`src/rtl/tms_pkg.sv`:
```
package tms_pkg;

    localparam int WINDOW_TILES  = 32;
    localparam int MAX_MAP_TILES = 1024;

    localparam int CX_W    = 13;
    localparam int TILES_W = 11;
    localparam int PAGE_W  = 8;
    localparam int LEAD_W  = 5;
    localparam int SRC_W   = 21;
    localparam int DST_W   = 10;
    localparam int KIND_W  = 2;
    localparam int CFG_IDX_W  = 3;
    localparam int CFG_DATA_W = 11;
    localparam int WIN_W   = $clog2(WINDOW_TILES);

    localparam logic [KIND_W-1:0] KIND_NONE = 2'd0;
    localparam logic [KIND_W-1:0] KIND_COL  = 2'd1;
    localparam logic [KIND_W-1:0] KIND_ROW  = 2'd2;

    localparam logic [CFG_IDX_W-1:0] CFG_MAP_W   = 3'd0;
    localparam logic [CFG_IDX_W-1:0] CFG_MAP_H   = 3'd1;
    localparam logic [CFG_IDX_W-1:0] CFG_PAGE_W  = 3'd2;
    localparam logic [CFG_IDX_W-1:0] CFG_PAGE_H  = 3'd3;
    localparam logic [CFG_IDX_W-1:0] CFG_R_LEAD  = 3'd4;
    localparam logic [CFG_IDX_W-1:0] CFG_B_LEAD  = 3'd5;

    localparam logic [TILES_W-1:0] RST_MAP_W  = 11'd128;
    localparam logic [TILES_W-1:0] RST_MAP_H  = 11'd128;
    localparam logic [PAGE_W-1:0]  RST_PAGE_W = 8'd240;
    localparam logic [PAGE_W-1:0]  RST_PAGE_H = 8'd160;
    localparam logic [LEAD_W-1:0]  RST_R_LEAD = 5'd31;
    localparam logic [LEAD_W-1:0]  RST_B_LEAD = 5'd27;

    typedef struct packed {
        logic [TILES_W-1:0] map_w;
        logic [TILES_W-1:0] map_h;
        logic [PAGE_W-1:0]  page_w;
        logic [PAGE_W-1:0]  page_h;
        logic [LEAD_W-1:0]  right_lead;
        logic [LEAD_W-1:0]  bottom_lead;
    } t_cfg;

    typedef enum logic [3:0] {
        S_IDLE,
        S_CLAMP,
        S_ANALYZE,
        S_MUL_COL,
        S_SUM_COL,
        S_EMIT_COL,
        S_MUL_ROW,
        S_SUM_ROW,
        S_EMIT_ROW,
        S_NONE
    } t_state;

    typedef struct packed {
        logic load_in;
        logic clamp;
        logic analyze;
        logic mul_col;
        logic mul_row;
        logic sum_col;
        logic sum_row;
        logic emit_col;
        logic emit_row;
        logic emit_none;
    } t_cmd;

    typedef struct packed {
        logic col_move_now;
        logic row_move_now;
        logic row_pending;
        logic step_last;
        logic out_free;
    } t_status;

    typedef struct packed {
        logic [KIND_W-1:0] kind;
        logic [SRC_W-1:0]  src_index;
        logic [DST_W-1:0]  dst_index;
        logic [CX_W-1:0]   scroll_x;
        logic [CX_W-1:0]   scroll_y;
        logic              last;
    } t_result;

endpackage

```
`src/rtl/tms_if.sv`:
```
interface tms_in_if;
    import tms_pkg::*;
    logic            valid;
    logic            ready;
    logic [CX_W-1:0] center_x;
    logic [CX_W-1:0] center_y;
    modport source (output valid, output center_x, output center_y, input ready);
    modport sink   (input valid, input center_x, input center_y, output ready);
endinterface

interface tms_out_if;
    import tms_pkg::*;
    logic              valid;
    logic              ready;
    logic [KIND_W-1:0] kind;
    logic [SRC_W-1:0]  src_index;
    logic [DST_W-1:0]  dst_index;
    logic [CX_W-1:0]   scroll_x;
    logic [CX_W-1:0]   scroll_y;
    logic              last;
    modport source (output valid, output kind, output src_index, output dst_index,
                    output scroll_x, output scroll_y, output last, input ready);
    modport sink   (input valid, input kind, input src_index, input dst_index,
                    input scroll_x, input scroll_y, input last, output ready);
endinterface

interface tms_cfg_if;
    import tms_pkg::*;
    logic                  valid;
    logic                  ready;
    logic [CFG_IDX_W-1:0]  index;
    logic [CFG_DATA_W-1:0] data;
    modport source (output valid, output index, output data, input ready);
    modport sink   (input valid, input index, input data, output ready);
endinterface

```
`src/rtl/tms_ctrl.sv`:
```
module tms_ctrl (
    input  logic             i_clk,
    input  logic             i_rst_n,
    input  logic             i_in_valid,
    input  tms_pkg::t_status i_status,
    output logic             o_in_ready,
    output tms_pkg::t_cmd    o_cmd
);
    import tms_pkg::*;

    t_state r_state;
    t_state n_state;

    always_ff @(posedge i_clk) begin
        if (!i_rst_n) begin
            r_state <= S_IDLE;
        end else begin
            r_state <= n_state;
        end
    end

    always_comb begin
        n_state = r_state;
        unique case (r_state)
            S_IDLE: begin
                if (i_in_valid) n_state = S_CLAMP;
            end
            S_CLAMP:   n_state = S_ANALYZE;
            S_ANALYZE: begin
                priority if (i_status.col_move_now) n_state = S_MUL_COL;
                else if (i_status.row_move_now)     n_state = S_MUL_ROW;
                else                                n_state = S_NONE;
            end
            S_MUL_COL: n_state = S_SUM_COL;
            S_SUM_COL: n_state = S_EMIT_COL;
            S_EMIT_COL: begin
                if (i_status.out_free && i_status.step_last) begin
                    n_state = i_status.row_pending ? S_MUL_ROW : S_IDLE;
                end
            end
            S_MUL_ROW: n_state = S_SUM_ROW;
            S_SUM_ROW: n_state = S_EMIT_ROW;
            S_EMIT_ROW: begin
                if (i_status.out_free && i_status.step_last) n_state = S_IDLE;
            end
            S_NONE: begin
                if (i_status.out_free) n_state = S_IDLE;
            end
            default:   n_state = S_IDLE;
        endcase
    end

    always_comb begin
        o_cmd      = '0;
        o_in_ready = 1'b0;
        unique case (r_state)
            S_IDLE: begin
                o_in_ready    = 1'b1;
                o_cmd.load_in = i_in_valid;
            end
            S_CLAMP:    o_cmd.clamp     = 1'b1;
            S_ANALYZE:  o_cmd.analyze   = 1'b1;
            S_MUL_COL:  o_cmd.mul_col   = 1'b1;
            S_SUM_COL:  o_cmd.sum_col   = 1'b1;
            S_EMIT_COL: o_cmd.emit_col  = i_status.out_free;
            S_MUL_ROW:  o_cmd.mul_row   = 1'b1;
            S_SUM_ROW:  o_cmd.sum_row   = 1'b1;
            S_EMIT_ROW: o_cmd.emit_row  = i_status.out_free;
            S_NONE:     o_cmd.emit_none = i_status.out_free;
            default: begin
                o_cmd      = '0;
                o_in_ready = 1'b0;
            end
        endcase
    end

endmodule

```
`src/rtl/tms_datapath.sv`:
```
module tms_datapath (
    input  logic                        i_clk,
    input  logic                        i_rst_n,
    input  tms_pkg::t_cfg               i_cfg,
    input  tms_pkg::t_cmd               i_cmd,
    input  logic [tms_pkg::CX_W-1:0]    i_center_x,
    input  logic [tms_pkg::CX_W-1:0]    i_center_y,
    input  logic                        i_out_ready,
    output tms_pkg::t_status            o_status,
    output logic                        o_out_valid,
    output tms_pkg::t_result            o_result
);
    import tms_pkg::*;

    localparam int TILE_W = CX_W - 3;

    // viewport corner, clamped to [0, map pixels - page - 1], floor of 0
    function automatic logic [CX_W-1:0] clamp_view(input logic [CX_W-1:0] c,
                                                   input logic [TILES_W-1:0] tiles,
                                                   input logic [PAGE_W-1:0] page);
        logic [TILES_W-1:0] t;
        logic signed [CX_W+1:0] v;
        logic signed [CX_W+1:0] hi;
        t  = (tiles > TILES_W'(MAX_MAP_TILES)) ? TILES_W'(MAX_MAP_TILES) : tiles;
        v  = $signed({2'b00, c}) - $signed({8'b0, page[PAGE_W-1:1]});
        hi = $signed({1'b0, t, 3'b000}) - $signed({7'b0, page});
        if (v >= hi) v = hi - 15'sd1;
        if (v < 0)   v = '0;
        return v[CX_W-1:0];
    endfunction

    logic [CX_W-1:0]    r_cx;
    logic [CX_W-1:0]    r_cy;
    logic [CX_W-1:0]    r_vx;
    logic [CX_W-1:0]    r_vy;
    logic [CX_W-1:0]    r_prev_x;
    logic [CX_W-1:0]    r_prev_y;
    logic               r_row_move;
    logic [TILES_W-1:0] r_txc;
    logic [TILES_W-1:0] r_tyr;
    logic [SRC_W-1:0]   r_prod;
    logic [SRC_W-1:0]   r_src;
    logic [WIN_W-1:0]   r_dst_row;
    logic [WIN_W-1:0]   r_dst_col;
    logic [WIN_W-1:0]   r_cnt;
    logic               r_out_valid;
    t_result            r_out;

    logic [TILE_W-1:0]  tvx;
    logic [TILE_W-1:0]  tvy;
    logic [TILE_W-1:0]  tbx;
    logic [TILE_W-1:0]  tby;
    logic [TILES_W-1:0] pitch;
    logic [TILES_W-1:0] mul_a;
    logic [2*TILES_W-1:0] product;
    logic               out_free;

    assign tvx   = r_vx[CX_W-1:3];
    assign tvy   = r_vy[CX_W-1:3];
    assign tbx   = r_prev_x[CX_W-1:3];
    assign tby   = r_prev_y[CX_W-1:3];
    assign pitch = (i_cfg.map_w > TILES_W'(MAX_MAP_TILES)) ? TILES_W'(MAX_MAP_TILES)
                                                           : i_cfg.map_w;
    assign mul_a   = i_cmd.mul_row ? r_tyr : {1'b0, tvy};
    assign product = mul_a * pitch;
    assign out_free = !r_out_valid || i_out_ready;

    always_comb begin
        o_status.col_move_now = (tvx != tbx);
        o_status.row_move_now = (tvy != tby);
        o_status.row_pending  = r_row_move;
        o_status.step_last    = &r_cnt;
        o_status.out_free     = out_free;
    end

    always_ff @(posedge i_clk) begin
        if (!i_rst_n) begin
            r_prev_x    <= '0;
            r_prev_y    <= '0;
            r_row_move  <= 1'b0;
            r_out_valid <= 1'b0;
        end else begin
            if (i_cmd.analyze) begin
                r_prev_x   <= r_vx;
                r_prev_y   <= r_vy;
                r_row_move <= (tvy != tby);
            end
            if (i_cmd.emit_col || i_cmd.emit_row || i_cmd.emit_none) begin
                r_out_valid <= 1'b1;
            end else if (i_out_ready) begin
                r_out_valid <= 1'b0;
            end
        end
    end

    always_ff @(posedge i_clk) begin
        if (i_cmd.load_in) begin
            r_cx <= i_center_x;
            r_cy <= i_center_y;
        end
        if (i_cmd.clamp) begin
            r_vx <= clamp_view(r_cx, i_cfg.map_w, i_cfg.page_w);
            r_vy <= clamp_view(r_cy, i_cfg.map_h, i_cfg.page_h);
        end
        if (i_cmd.analyze) begin
            r_txc <= (tvx < tbx) ? {1'b0, tvx}
                                 : TILES_W'({1'b0, tvx} + TILES_W'(i_cfg.right_lead));
            r_tyr <= (tvy < tby) ? {1'b0, tvy}
                                 : TILES_W'({1'b0, tvy} + TILES_W'(i_cfg.bottom_lead));
        end
        if (i_cmd.mul_col || i_cmd.mul_row) begin
            r_prod <= product[SRC_W-1:0];
        end
        if (i_cmd.sum_col) begin
            r_src     <= r_prod + SRC_W'(r_txc);
            r_dst_row <= tvy[WIN_W-1:0];
            r_dst_col <= r_txc[WIN_W-1:0];
            r_cnt     <= '0;
        end
        if (i_cmd.sum_row) begin
            r_src     <= r_prod + SRC_W'(tvx);
            r_dst_row <= r_tyr[WIN_W-1:0];
            r_dst_col <= tvx[WIN_W-1:0];
            r_cnt     <= '0;
        end
        // column walks down the source by one pitch a beat
        if (i_cmd.emit_col) begin
            r_out.kind      <= KIND_COL;
            r_out.src_index <= r_src;
            r_out.dst_index <= {r_dst_row, r_dst_col};
            r_out.last      <= (&r_cnt) && !r_row_move;
            r_src           <= r_src + SRC_W'(pitch);
            r_dst_row       <= r_dst_row + WIN_W'(1);
            r_cnt           <= r_cnt + WIN_W'(1);
        end
        if (i_cmd.emit_row) begin
            r_out.kind      <= KIND_ROW;
            r_out.src_index <= r_src;
            r_out.dst_index <= {r_dst_row, r_dst_col};
            r_out.last      <= &r_cnt;
            r_src           <= r_src + SRC_W'(1);
            r_dst_col       <= r_dst_col + WIN_W'(1);
            r_cnt           <= r_cnt + WIN_W'(1);
        end
        if (i_cmd.emit_none) begin
            r_out.kind      <= KIND_NONE;
            r_out.src_index <= '0;
            r_out.dst_index <= '0;
            r_out.last      <= 1'b1;
        end
        if (i_cmd.emit_col || i_cmd.emit_row || i_cmd.emit_none) begin
            r_out.scroll_x <= r_vx;
            r_out.scroll_y <= r_vy;
        end
    end

    assign o_out_valid = r_out_valid;
    assign o_result    = r_out;

endmodule

```
`src/rtl/tile_map_scroll_streamer_core.sv`:
```
// Tile-map scroll streamer. One input beat per frame carries the camera center
// in map pixels; the block clamps the viewport, compares its tile position with
// the previous frame and streams copy pairs into a 32x32 wrapping screen map:
// 32 column pairs if the tile column changed, then 32 row pairs if the tile row
// changed, or a single offset-only beat if neither moved. Every beat carries
// the frame's scroll offsets and the final one has last set. From accept a frame
// goes through clamp and compare; each copy then has a multiply and a sum setup
// step, using the shared 11x11 multiplier to form its first source index, after
// which the output register issues one beat a cycle while the output is not
// stalled. The next frame is accepted while the last beat still waits in the
// output register. Configuration goes through the register port and is meant
// to be written only while no frame is in flight; unknown indexes are ignored.
module tile_map_scroll_streamer_core (
    input  logic      i_clk,
    input  logic      i_rst_n,
    tms_in_if.sink    i_in,
    tms_out_if.source o_out,
    tms_cfg_if.sink   i_cfg
);
    import tms_pkg::*;

    t_cfg    r_cfg;
    t_cmd    cmd;
    t_status status;
    t_result result;
    logic    out_valid;
    logic    in_ready;

    assign i_cfg.ready = 1'b1;

    always_ff @(posedge i_clk) begin
        if (!i_rst_n) begin
            r_cfg.map_w       <= RST_MAP_W;
            r_cfg.map_h       <= RST_MAP_H;
            r_cfg.page_w      <= RST_PAGE_W;
            r_cfg.page_h      <= RST_PAGE_H;
            r_cfg.right_lead  <= RST_R_LEAD;
            r_cfg.bottom_lead <= RST_B_LEAD;
        end else if (i_cfg.valid) begin
            unique case (i_cfg.index)
                CFG_MAP_W:  r_cfg.map_w       <= i_cfg.data[TILES_W-1:0];
                CFG_MAP_H:  r_cfg.map_h       <= i_cfg.data[TILES_W-1:0];
                CFG_PAGE_W: r_cfg.page_w      <= i_cfg.data[PAGE_W-1:0];
                CFG_PAGE_H: r_cfg.page_h      <= i_cfg.data[PAGE_W-1:0];
                CFG_R_LEAD: r_cfg.right_lead  <= i_cfg.data[LEAD_W-1:0];
                CFG_B_LEAD: r_cfg.bottom_lead <= i_cfg.data[LEAD_W-1:0];
                default: ;
            endcase
        end
    end

    tms_ctrl u_ctrl (
        .i_clk      (i_clk),
        .i_rst_n    (i_rst_n),
        .i_in_valid (i_in.valid),
        .i_status   (status),
        .o_in_ready (in_ready),
        .o_cmd      (cmd)
    );

    tms_datapath u_datapath (
        .i_clk       (i_clk),
        .i_rst_n     (i_rst_n),
        .i_cfg       (r_cfg),
        .i_cmd       (cmd),
        .i_center_x  (i_in.center_x),
        .i_center_y  (i_in.center_y),
        .i_out_ready (o_out.ready),
        .o_status    (status),
        .o_out_valid (out_valid),
        .o_result    (result)
    );

    assign i_in.ready      = in_ready;
    assign o_out.valid     = out_valid;
    assign o_out.kind      = result.kind;
    assign o_out.src_index = result.src_index;
    assign o_out.dst_index = result.dst_index;
    assign o_out.scroll_x  = result.scroll_x;
    assign o_out.scroll_y  = result.scroll_y;
    assign o_out.last      = result.last;

`ifndef NO_ASSERTIONS
    a_busy_after_accept: assert property (@(posedge i_clk) disable iff (!i_rst_n)
        i_in.valid && i_in.ready |=> !i_in.ready)
        else $error("input accepted twice in a row");

    a_none_is_single: assert property (@(posedge i_clk) disable iff (!i_rst_n)
        o_out.valid && o_out.kind == KIND_NONE |->
            o_out.last && o_out.src_index == '0 && o_out.dst_index == '0)
        else $error("offset-only beat malformed");

    a_mid_frame_busy: assert property (@(posedge i_clk) disable iff (!i_rst_n)
        o_out.valid && !o_out.last |-> !i_in.ready)
        else $error("input ready while frame still streaming");
`endif

endmodule
```
`src/flat_wrapper.sv`:
```
// flat-port wrapper written by rule: the top's interface ports become plain ports
module tile_map_scroll_streamer_core_flat import tms_pkg::*;
  (i_clk, i_rst_n, i_in_valid, i_in_center_x, i_in_center_y, i_in_ready, o_out_valid, o_out_kind, o_out_src_index, o_out_dst_index, o_out_scroll_x, o_out_scroll_y, o_out_last, o_out_ready, i_cfg_valid, i_cfg_index, i_cfg_data, i_cfg_ready);
  tms_in_if i_in_i ();
  tms_out_if o_out_i ();
  tms_cfg_if i_cfg_i ();
  input  logic i_clk;
  input  logic i_rst_n;
  input wire logic [$bits(i_in_i.valid)-1:0] i_in_valid;
  input wire logic [$bits(i_in_i.center_x)-1:0] i_in_center_x;
  input wire logic [$bits(i_in_i.center_y)-1:0] i_in_center_y;
  output wire logic [$bits(i_in_i.ready)-1:0] i_in_ready;
  output wire logic [$bits(o_out_i.valid)-1:0] o_out_valid;
  output wire logic [$bits(o_out_i.kind)-1:0] o_out_kind;
  output wire logic [$bits(o_out_i.src_index)-1:0] o_out_src_index;
  output wire logic [$bits(o_out_i.dst_index)-1:0] o_out_dst_index;
  output wire logic [$bits(o_out_i.scroll_x)-1:0] o_out_scroll_x;
  output wire logic [$bits(o_out_i.scroll_y)-1:0] o_out_scroll_y;
  output wire logic [$bits(o_out_i.last)-1:0] o_out_last;
  input wire logic [$bits(o_out_i.ready)-1:0] o_out_ready;
  input wire logic [$bits(i_cfg_i.valid)-1:0] i_cfg_valid;
  input wire logic [$bits(i_cfg_i.index)-1:0] i_cfg_index;
  input wire logic [$bits(i_cfg_i.data)-1:0] i_cfg_data;
  output wire logic [$bits(i_cfg_i.ready)-1:0] i_cfg_ready;
  assign i_in_i.valid = i_in_valid;
  assign i_in_i.center_x = i_in_center_x;
  assign i_in_i.center_y = i_in_center_y;
  assign i_in_ready = i_in_i.ready;
  assign o_out_valid = o_out_i.valid;
  assign o_out_kind = o_out_i.kind;
  assign o_out_src_index = o_out_i.src_index;
  assign o_out_dst_index = o_out_i.dst_index;
  assign o_out_scroll_x = o_out_i.scroll_x;
  assign o_out_scroll_y = o_out_i.scroll_y;
  assign o_out_last = o_out_i.last;
  assign o_out_i.ready = o_out_ready;
  assign i_cfg_i.valid = i_cfg_valid;
  assign i_cfg_i.index = i_cfg_index;
  assign i_cfg_i.data = i_cfg_data;
  assign i_cfg_ready = i_cfg_i.ready;
  tile_map_scroll_streamer_core u_core (.i_clk(i_clk), .i_rst_n(i_rst_n), .i_in(i_in_i), .o_out(o_out_i), .i_cfg(i_cfg_i));
endmodule
```
`config.mk`:
```
export PLATFORM = sky130hd
export DESIGN_NAME = tile_map_scroll_streamer_core_flat
export DESIGN_NICKNAME = d
export VERILOG_FILES = /design/src/rtl/tms_pkg.sv /design/src/rtl/tms_if.sv /design/src/rtl/tms_ctrl.sv /design/src/rtl/tms_datapath.sv /design/src/rtl/tile_map_scroll_streamer_core.sv /design/src/flat_wrapper.sv
export SDC_FILE = /design/constraint.sdc
export NUM_CORES = 1
export LEC_CHECK = 0
export BUFFER_PORTS_ARGS = -buffer_cell sky130_fd_sc_hd__buf_2
export CAP_MARGIN = 0
export CORE_UTILIZATION = 55
export CTS_BUF_LIST = sky130_fd_sc_hd__clkbuf_4 sky130_fd_sc_hd__clkbuf_8 sky130_fd_sc_hd__clkbuf_16
export CTS_CLUSTER_DIAMETER = 80
export DETAILED_ROUTE_END_ITERATION = 10
export PLACE_DENSITY = 0.82
export RECOVER_POWER = 50
export SYNTH_ARGS = -nofsm -noshare
export SYNTH_HDL_FRONTEND = slang
export SYNTH_SLANG_ARGS = --single-unit
```
`constraint.sdc`:
```
create_clock -name i_clk -period 12.5 [get_ports i_clk]
set_input_delay 1.25 -clock i_clk [delete_from_list [all_inputs] [get_ports i_clk]]
set_output_delay 1.25 -clock i_clk [all_outputs]
set_load 0.02 [all_outputs]
```
==> qor.yml <==
timing:
  fin_crit_sh_pct: 53.8
  min_period_ns: 6.72
  setup_violations: 0
  rsz0062_at_grt: "false"
  hold_viol: 0
  worst_pin_slew_ns: 1.63
  maxSlewViolCount: 54
  tns_ns: 0
  fmax_mhz: 149
  fin_skew_ns: 0.0207
  relSlewSlack_pct: -8.99
clock_tree:
  post_cts_buffers: 0
  h-tree-depth: 1
  hold_buffers: 0
  cts_buffer_depth: 3
  cts.sinks: 265
  insertion_delay_ns: 0.56
  cts_tree: "built"
  path_clk_slew_ns: 0.06
  cts_root_buffer: "clkbuf_16"
  cts_inserted_buffers: 29
  ctsResizeCount: 0
global_route:
  overflow: 0
  grt_util_all_layers_pct: 26.9
  grt_pass1_vias: 15600
  grt_max_degree: 75
  antenna_found_initial: 1
  grt_pass1_wl_microns: 78100
synth:
  ys.flop_type: "edfxtp_1"
  yosys.area.top_type_share_pct: 24.1
  synth_compound_area_share_pct: 13.6
  synthCells: 2132
  synth_commonest_cells: "323 x nand2_1, 191 x inv_1, 173 x nor2_1"
  ys_warn_count: 0
  synth_fa_ha_area_share_pct: 19.6
  netlist-cell-type-count: 79
  netlist_area_sq_mm: 0.0196
  synth-xor-area-share_pct: 5.51
  synth_seq_cells: 265
  syn-num-nets: 2432
  postSynthAreaPerCell_sq_um: 9.18
  yosysTopAreaCell: "edfxtp_1"
  synth_most_common_cell: "nand2_1"
  muxShareOfSynthArea_pct: 3.36
  synth_edf_count: 157
  synthArstFlopShare_pct: 0
  yosys.area_share.simple_pct: 17.6
  synth_top_family_by_area: "adder cells"
  seq_area_frac_synth_pct: 35.2
  synth_area_leaders: "edfxtp_1 24%, dfxtp_1 11%, ha_1 11%"
setup_path:
  worst_path_most_repeated_cell: "fa_1"
  crit_chain: "nand2_1, nor3_2, buf_4, mux2i_1, nor2_1, fa_1, ha_1, fa_1, inv_1, fa_1, fa_1, inv_1, ha_1, o21ai_0, o21bai_1, o311ai_0, nand3_1, a311o_1, a21o_1, a21oi_1, xnor2_1"
  critPathMaxStageDelay_ns: 0.61
  criticalPathCategory: "reg -> reg"
  critPathCaptureType: "flip-flop"
  start_kind: "flip-flop"
  worst_ep_arrival_time_ns: 7.03
  cpMaxStageDelayCell: "mux2i_1"
  critPathMaxFanout: 24
  cp.required_ns: 12.81
power:
  seqPwrFrac_pct: 42.1
  p_total_mw: 2.64
  ir_drop_mv: 0.129
  leakage_nw: 8.99
  pwr-share-clk_pct: 31.7
  power.switching_uw: 838
  p_comb_share_pct: 26.2
  sw_frac_of_total_pct: 31.7
  powerDensity_mw_per_mm2: 124
  p_int_mw: 1.80
die:
  core-area_sq_mm: 0.0348
  start_util_pct: 56.2
  die_area_sq_mm: 0.0363
  die_x_microns: 191
  die_h_microns: 191
  pin_count: 108
  num_rows: 68
cells_and_area:
  area_delta_synth_final_pct: 9.20
  nFillCells: 2907
  drive_above_1_share_pct: 7.06
  design_area_sq_mm: 0.0214
  fin_nets: 2514
placement:
  place_congestion: 0.975
  port_buffers: 106
  place_area_sq_mm: 0.0205
  dpl.hpwl_microns: 36800
hold_path:
  min_path_type: "reg -> reg"
routing:
  vias: 15600
  drtPass1Iterations: 6
  viasPerCell: 5.80
  wl_per_cell_microns: 17.7
  wirelength_microns: 47600
  drc: 0
  drtAntennaViolNets: 0
  drt_iter0_drc: 1129
run_status:
  violations: "max-capacitance violations, max-slew violations"
  status: "finished with violations"
flow_run:
  max_cap_violations: 2
## per-stage QoR
| step | std cells | util [%] | hold slack (ns) | setup WS, ns |
|---|---|---|---|---|
| CTS | 2692 | 61.6 | 0.422 | 5.88 |
| global route | 2692 | 61.4 | 0.427 | 5.50 |
| global placement | 2638 | 58.9 | 0.404 | 5.94 |
| detailed placement | 2638 | 58.9 | 0.408 | 5.90 |
| finish | 2693 | 61.4 | 0.420 | 5.78 |
| floorplan | 2132 | - | 0.400 | 6.29 |
## power by group through the flow
| stage | clock, mW | combinational (mW) | sequential, mW |
|---|---|---|---|
| floorplan | 0 | 0.470 | 1.15 |
| global placement | 0 | 0.672 | 1.12 |
| finish | 0.837 | 0.693 | 1.11 |
| global route | 0.887 | 0.779 | 1.12 |
| CTS | 0.851 | 0.701 | 1.11 |
| detailed placement | 0 | 0.697 | 1.13 |
## cell usage in the layout (no fill, tap or decap), types with 38 or more instances in the layout
master,synthesis,layout
xor2_1,38,38
ha_1,170,170
inv_1,191,191
nand3_1,47,47
clkbuf_1,62,52
xnor2_1,85,85
nor2_1,173,172
o21ai_0,72,72
nand2_1,323,323
mux2i_1,43,43
a21oi_1,126,126
edfxtp_1,157,157
buf_2,2,58
fa_1,85,85
a21boi_0,54,54
dfxtp_1,108,108
nor3_1,43,41
## worst paths after layout
path                                                start                                 endpoint  slack [ns]  cells after the start
setup / recovery    u_core.u_ctrl.r_state[2]$_SDFFE_PN0P_   u_core.u_datapath.r_prod[20]$_DFFE_PP_        5.78                     21
hold / removal    u_core.u_datapath.r_vy[2]$_SDFFCE_PP0P_  u_core.u_datapath.o_result[3]$_DFFE_PP_        0.42                      0
setup reg to reg    u_core.u_ctrl.r_state[2]$_SDFFE_PN0P_   u_core.u_datapath.r_prod[20]$_DFFE_PP_        5.78                     21
hold reg to reg   u_core.u_datapath.r_vy[2]$_SDFFCE_PP0P_  u_core.u_datapath.o_result[3]$_DFFE_PP_        0.42                      0
## worst max-delay path: cells and delay by family (launching register included)
family / cells / cell delay [ns]
flip-flops: 1 / 0.59
buffers and inverters: 3 / 0.45
AO/OA/AOI/OAI: 6 / 1.40
XOR/XNOR: 1 / 0.09
adder cells (fa/ha/maj): 6 / 2.64
AND/OR/NAND/NOR: 4 / 0.69
multiplexers: 1 / 0.61
## cell type report
type	count	area, sq um	area share (%)
clock buffer	39	813	3.81
multi-input combinational	1603	11700	54.7
tap	455	569	2.67
timing repair buffer	120	561	2.62
clock inverter	15	130	0.609
sequential	265	6880	32.2
inverter	195	732	3.43
antenna	1	2.50	0.0117
## registers in the layout, summed over array words and instances, names as in the netlist, 5 cells and up
| signal | cells |
|---|---|
| u_core.u_datapath.r_dst_col | 5 |
| u_core.u_datapath.r_prod | 21 |
| u_core.u_datapath.r_tyr | 11 |
| u_core.u_datapath.r_prev_y | 10 |
| u_core.u_datapath.r_prev_x | 10 |
| u_core.u_datapath.r_cy | 13 |
| u_core.u_datapath.r_src | 21 |
| u_core.u_datapath.r_vy | 13 |
| u_core.u_datapath.r_dst_row | 5 |
| u_core.u_datapath.o_result | 60 |
| u_core.r_cfg | 48 |
| u_core.u_datapath.r_cx | 13 |
| u_core.u_datapath.r_txc | 11 |
| u_core.u_datapath.r_cnt | 5 |
| u_core.u_datapath.r_vx | 13 |
## layer usage
layer | wire length (microns) | part of all wire (%) | track usage [%] | vias to the layer above
met4 | 1380 | 2.9 | 8.03 | 0
met2 | 22700 | 48 | 46.5 | 499
met1 | 20900 | 44 | 35.1 | 7482
li1 | - | - | - | 7538
met5 | 0 | 0 | 0 | -
met3 | 2630 | 5.5 | 3.09 | 99
## cell families (layout without fill, tap and decap cells)
logic type	Yosys count	after routing
AND/OR/NAND/NOR	753	753
AO/OA/AOI/OAI	408	408
flip-flops	265	265
buffers and inverters	264	369
adder cells (fa/ha/maj)	255	255
XOR/XNOR	123	123
multiplexers	63	63
other	1	2
Power figures use the tool's default switching activity.
